$ cat src/rtl/core/blt_pkg.sv
// ----------------------------------------------------------------------------
// blt_pkg
// shared types and codes of the byte range lock table
// ----------------------------------------------------------------------------
package blt_pkg;

  typedef enum logic [1:0] {
    ACT_TAKE    = 2'd0,
    ACT_RELEASE = 2'd1,
    ACT_CHECK   = 2'd2
  } action_e;

  typedef enum logic [2:0] {
    ST_OK       = 3'd0,
    ST_INVALID  = 3'd1,
    ST_CONFLICT = 3'd2,
    ST_FULL     = 3'd3,
    ST_NONE     = 3'd4
  } status_e;

  localparam logic [1:0] KIND_SHARED    = 2'd0;
  localparam logic [1:0] KIND_EXCLUSIVE = 2'd1;

  typedef struct packed {
    logic [63:0] inode;
    logic [15:0] owner;
    logic        excl;
    logic [63:0] start;
    logic [63:0] stop;
  } entry_t;

  localparam int unsigned EntryW = $bits(entry_t);

  typedef struct packed {
    logic load;
    logic step;
    logic commit;
  } cmd_t;

  typedef struct packed {
    logic invalid;
    logic is_take;
    logic is_release;
    logic rd_last;
    logic conflict;
    logic freed;
    logic free_found;
  } stat_t;

endpackage

$ cat src/rtl/core/blt_ctrl.sv
// ----------------------------------------------------------------------------
// blt_ctrl
// request sequencer: check, sweep, decide, write back and result register
// ----------------------------------------------------------------------------
module blt_ctrl (
  input  logic           clk_i,
  input  logic           rst_ni,
  input  logic           in_valid_i,
  output logic           in_stall_o,
  output logic           out_valid_o,
  input  logic           out_stall_i,
  output logic [2:0]     status_o,
  output blt_pkg::cmd_t  cmd_o,
  input  blt_pkg::stat_t stat_i
);
  import blt_pkg::*;

  typedef enum logic [2:0] {
    S_IDLE,
    S_CHECK,
    S_SWEEP,
    S_DRAIN,
    S_FINISH
  } state_e;

  state_e  state_q;
  logic    out_valid_q;
  status_e status_q, result;
  logic    out_free;

  assign out_free = !out_valid_q || !out_stall_i;

  always_comb begin
    if (stat_i.invalid) begin
      result = ST_INVALID;
    end else if (stat_i.is_release) begin
      result = stat_i.freed ? ST_OK : ST_NONE;
    end else if (stat_i.conflict) begin
      result = ST_CONFLICT;
    end else if (!stat_i.is_take) begin
      result = ST_OK;
    end else begin
      result = stat_i.free_found ? ST_OK : ST_FULL;
    end
  end

  assign in_stall_o   = state_q != S_IDLE;
  assign cmd_o.load   = (state_q == S_IDLE) && in_valid_i;
  assign cmd_o.step   = state_q == S_SWEEP;
  assign cmd_o.commit = (state_q == S_FINISH) && out_free && !stat_i.invalid
                        && stat_i.is_take && !stat_i.conflict && stat_i.free_found;

  always_ff @(posedge clk_i or negedge rst_ni) begin
    if (!rst_ni) begin
      state_q     <= S_IDLE;
      out_valid_q <= 1'b0;
      status_q    <= ST_OK;
    end else begin
      if ((state_q == S_FINISH) && out_free) begin
        out_valid_q <= 1'b1;
      end else if (!out_stall_i) begin
        out_valid_q <= 1'b0;
      end
      unique case (state_q)
        S_IDLE: begin
          if (in_valid_i) begin
            state_q <= S_CHECK;
          end
        end
        S_CHECK: begin
          state_q <= stat_i.invalid ? S_FINISH : S_SWEEP;
        end
        S_SWEEP: begin
          if (stat_i.rd_last) begin
            state_q <= S_DRAIN;
          end
        end
        S_DRAIN: begin
          state_q <= S_FINISH;
        end
        S_FINISH: begin
          if (out_free) begin
            status_q <= result;
            state_q  <= S_IDLE;
          end
        end
        default: begin
          state_q <= S_IDLE;
        end
      endcase
    end
  end

  assign out_valid_o = out_valid_q;
  assign status_o    = status_q;

endmodule

$ cat config.mk
export PLATFORM = sky130hd
export DESIGN_NAME = blt_ctrl
export DESIGN_NICKNAME = d
export VERILOG_FILES = /design/src/rtl/core/blt_pkg.sv /design/src/rtl/core/blt_ctrl.sv
export SDC_FILE = /design/constraint.sdc
export NUM_CORES = 1
export LEC_CHECK = 0
export ABC_AREA = 1
export BUFFER_PORTS_ARGS = -buffer_cell sky130_fd_sc_hd__buf_2
export CAP_MARGIN = 20
export CORE_AREA = 2 2 39 41
export CTS_CLUSTER_DIAMETER = 80
export DETAILED_ROUTE_END_ITERATION = 8
export DIE_AREA = 0 0 41 43
export MAX_ROUTING_LAYER = met4
export SLEW_MARGIN = 20
export SYNTH_ARGS = -nofsm -noshare
export SYNTH_HDL_FRONTEND = slang
export SYNTH_SLANG_ARGS = --single-unit
$ cat constraint.sdc
create_clock -name clk_i -period 1.5 [get_ports clk_i]
set_clock_uncertainty 0.2 [all_clocks]
set_input_delay 0.075 -clock clk_i [delete_from_list [all_inputs] [get_ports clk_i]]
set_output_delay 0.075 -clock clk_i [all_outputs]
set_load 0.02 [all_outputs]
==> impl_metrics.py <==
metrics = {
    "clocking": {
        "clk_path_buf_depth": 2,
        "cts.sinks": 7,
        "clkLatencyLatePin_ns": 0.25,
        "cts.clk_slew.worst_paths_ns": 0.05,
        "cts_tree": "built",
        "htreeDepth": 1,
        "root_buffer": "clkbuf_4",
        "cts_buffers": 3,
    },
    "final_layout": {
        "final_cell_area_sq_um": 676.9,
        "drive_gt1_share_pct": 39.08,
        "area_growth_pct": 71.75,
        "antennaDiodeCount": 0,
        "layout.cells.non_filler": 103,
        "final_util_pct": 48.92,
        "nFillCells": 138,
        "final_nets": 99,
    },
    "worst_setup_path": {
        "path_buf_inv": 2,
        "path_cells": "nor2_4 > inv_1 > nor2_1 > buf_4",
        "cp.depth": 4,
        "critPathMaxStageDelay_ns": 0.44,
        "cp_max_fo": 4,
        "cp_slowest_cell": "dfrtp_2",
        "critical-path-top-delay-family": "flip-flops",
        "worstSetupPathType": "reg2out",
        "cp.arrival_ns": 1.18,
        "reg2reg_depth": 3,
        "crit_path_start_kind": "flip-flop",
        "endpoint_kind": "output port",
        "worst_ep_required_time_ns": 1.22,
    },
    "detailed_routing": {
        "drtIter0Drc": 6,
        "drt_pass1_iterations": 4,
        "wl_per_cell_um": 9.544,
        "viasPerCell": 4.301,
        "ant_nets": 0,
        "routed_wl_um": 983,
        "drc": 0,
        "vias": 443,
    },
    "global_routing": {
        "use_met2_pct": 19.69,
        "grt_pass1_wl_mm": 1.669,
        "use_met3_pct": 1.571,
        "overflow": 0,
        "grt_util_met1_pct": 18.75,
        "grt_pass1_vias": 424,
        "antenna_found_initial": 0,
        "top_usage_layer": "met2",
        "grt_max_degree": 9,
        "grt.total_usage_pct": 14.30,
    },
    "timing": {
        "drv_slew": 0,
        "rsz0062_at_grt": "yes",
        "worstMarginPinSlew_ns": 0.3296,
        "hold_violations": 0,
        "setup_viol": 0,
        "layout_worst_path_cycle_share_pct": 96.67,
        "fin_crit_ns": 1.450,
        "max_slew_margin_pct": 77.95,
        "fmax_mhz": 689.6,
    },
    "power_and_ir_drop": {
        "internal_power_w": 0.0006286,
        "leakage_nw": 0.3746,
        "report.power.total_w": 0.001124,
        "power_density_mw_per_mm2": 1661,
        "p_sw_w": 0.0004957,
        "swShare_pct": 44.09,
        "p_seq_share_pct": 32.1,
        "ir_drop_mv": 0.5727,
        "comb_power_share_pct": 52.8,
        "p_clk_share_pct": 15.1,
    },
    "place": {
        "dp.cells": 86,
        "gp_congestion": 0.8091,
        "port_buffers": 18,
        "place_hpwl_um": 631.9,
        "place_area_sq_um": 504.2,
    },
    "synth": {
        "netlist_top_cells_area": "dfrtp_1, nand2_1, nand3_1",
        "synth_most_common_cell": "nand2_1",
        "ys_async_sr_fraction_pct": 100.0,
        "syn_area_sq_um": 394.1,
        "synth-seq-area-share_pct": 44.44,
        "synth_common_cells": "nand2_1, inv_1, dfrtp_1, nand3_1, nor2_1",
        "netlist_instances": 52,
        "synth_top_area_share_pct": 44.44,
        "synth.yosys.warnings": 0,
        "synth-edff-count": 0,
        "yosysTopAreaCell": "dfrtp_1",
        "ys_seq_elements": 7,
        "yosys_most_used_dff": "dfrtp_1",
        "syn_nets": 63,
        "yosysUniqueCellTypes": 14,
        "avgSynthCellArea_sq_um": 7.579,
    },
    "die": {
        "dieArea_sq_mm": 0.001763,
        "rows": 14,
        "die_w_um": 41,
        "ios": 19,
        "initial_core_util_pct": 28.48,
        "die_height_um": 43,
        "core_sq_mm": 0.001384,
    },
    "hold_path": {
        "hold_path_depth": 6,
        "hold_class": "in2reg",
    },
    "job": {
        "maxCapViolCount": 0,
    },
    "status": {
        "status": "finished clean",
    },
}
## routing by layer
layer	wire length, um	up-vias
met3	24	2
met2	509	12
met5	0	-
met1	429	195
met4	20	0
li1	-	234
## logic make-up after synthesis
logic type,Yosys count,share of synthesized area [%]
and+or+nand+nor,31,40.95
DFF,7,44.44
AOI/OAI and AO/OA,4,5.077
buffers and inverters,10,9.522
## metrics by stage
step	setup TNS [ns]	setup WS [ns]	hold WS, ns
5_1_grt	-0.06350	-0.03657	0.03574
6_report	0	0.04997	0.002564
3_5_place_dp	0	0.2539	-0.2821
4_1_cts	-0.001493	-0.001493	0.002487
2_1_floorplan	0	0.1451	-0.4206
3_3_place_gp	0	0.2632	-0.2845
## registers in the layout, indices dropped and copies added, names as in the netlist
signal / count
state_q: 3
status_o: 3
out_valid_o: 1
## power by group through the flow
stage | Clock, W | Combinational (W) | Sequential [W]
detailed placement | 0 | 0.000466 | 0.000351
CTS | 0.000177 | 0.000507 | 0.000348
global route | 0.000187 | 0.000665 | 0.000374
floorplan | 0 | 0.000276 | 0.000400
finish | 0.000170 | 0.000594 | 0.000360
global placement | 0 | 0.000464 | 0.000352
## worst paths after layout
path,startpoint,to,slack (ns)
setup / recovery,state_q[2],cmd_o[1],0.05
hold / removal,stat_i[0],status_o[1],0.003
setup reg to reg,out_valid_o,out_valid_o,0.09
hold reg to reg,status_o[1],status_o[1],0.28
max in group asynchronous,rst_ni,state_q[2],0.25
min in group asynchronous,rst_ni,state_q[1],0.59
## worst register-to-register path: cells and delay by family (launching register included)
family                 cells  cell delay, ns
and+or+nand+nor            2            0.16
DFF                        1            0.38
buffers and inverters      1            0.57
## layout make-up
type | count | area, sq um | share of cell area (%)
flip-flops and latches | 7 | 177.7 | 26.25
inverters | 10 | 37.54 | 5.545
well taps | 16 | 20.02 | 2.957
multi-input cells | 35 | 197.7 | 29.21
clock buffers | 4 | 26.28 | 3.882
repair buffers | 31 | 217.7 | 32.16
## timing repair
item / CTS / global route
endpoints found under the setup margin: 2 / 5
pin swaps: 1 / 1
hold buffers: 9 / 0
resized for setup: 1 / 8
buffers inserted: 1 / 3
endpoints found under the hold margin: 14 / 0
## placed cells by master (no fill, tap or decap), types with 2 or more instances in the layout
| cell type | count |
|---|---|
| o21ai_1 | 2 |
| dlygate4sd3_1 | 9 |
| nand2_2 | 2 |
| dfrtp_2 | 2 |
| nand2_1 | 11 |
| nand3_1 | 7 |
| dfrtp_1 | 5 |
| nor2_4 | 2 |
| inv_1 | 9 |
| buf_2 | 15 |
| nor2_1 | 5 |
| buf_4 | 7 |
| clkbuf_4 | 3 |
No activity file was read; power rests on OpenSTA's default activity.
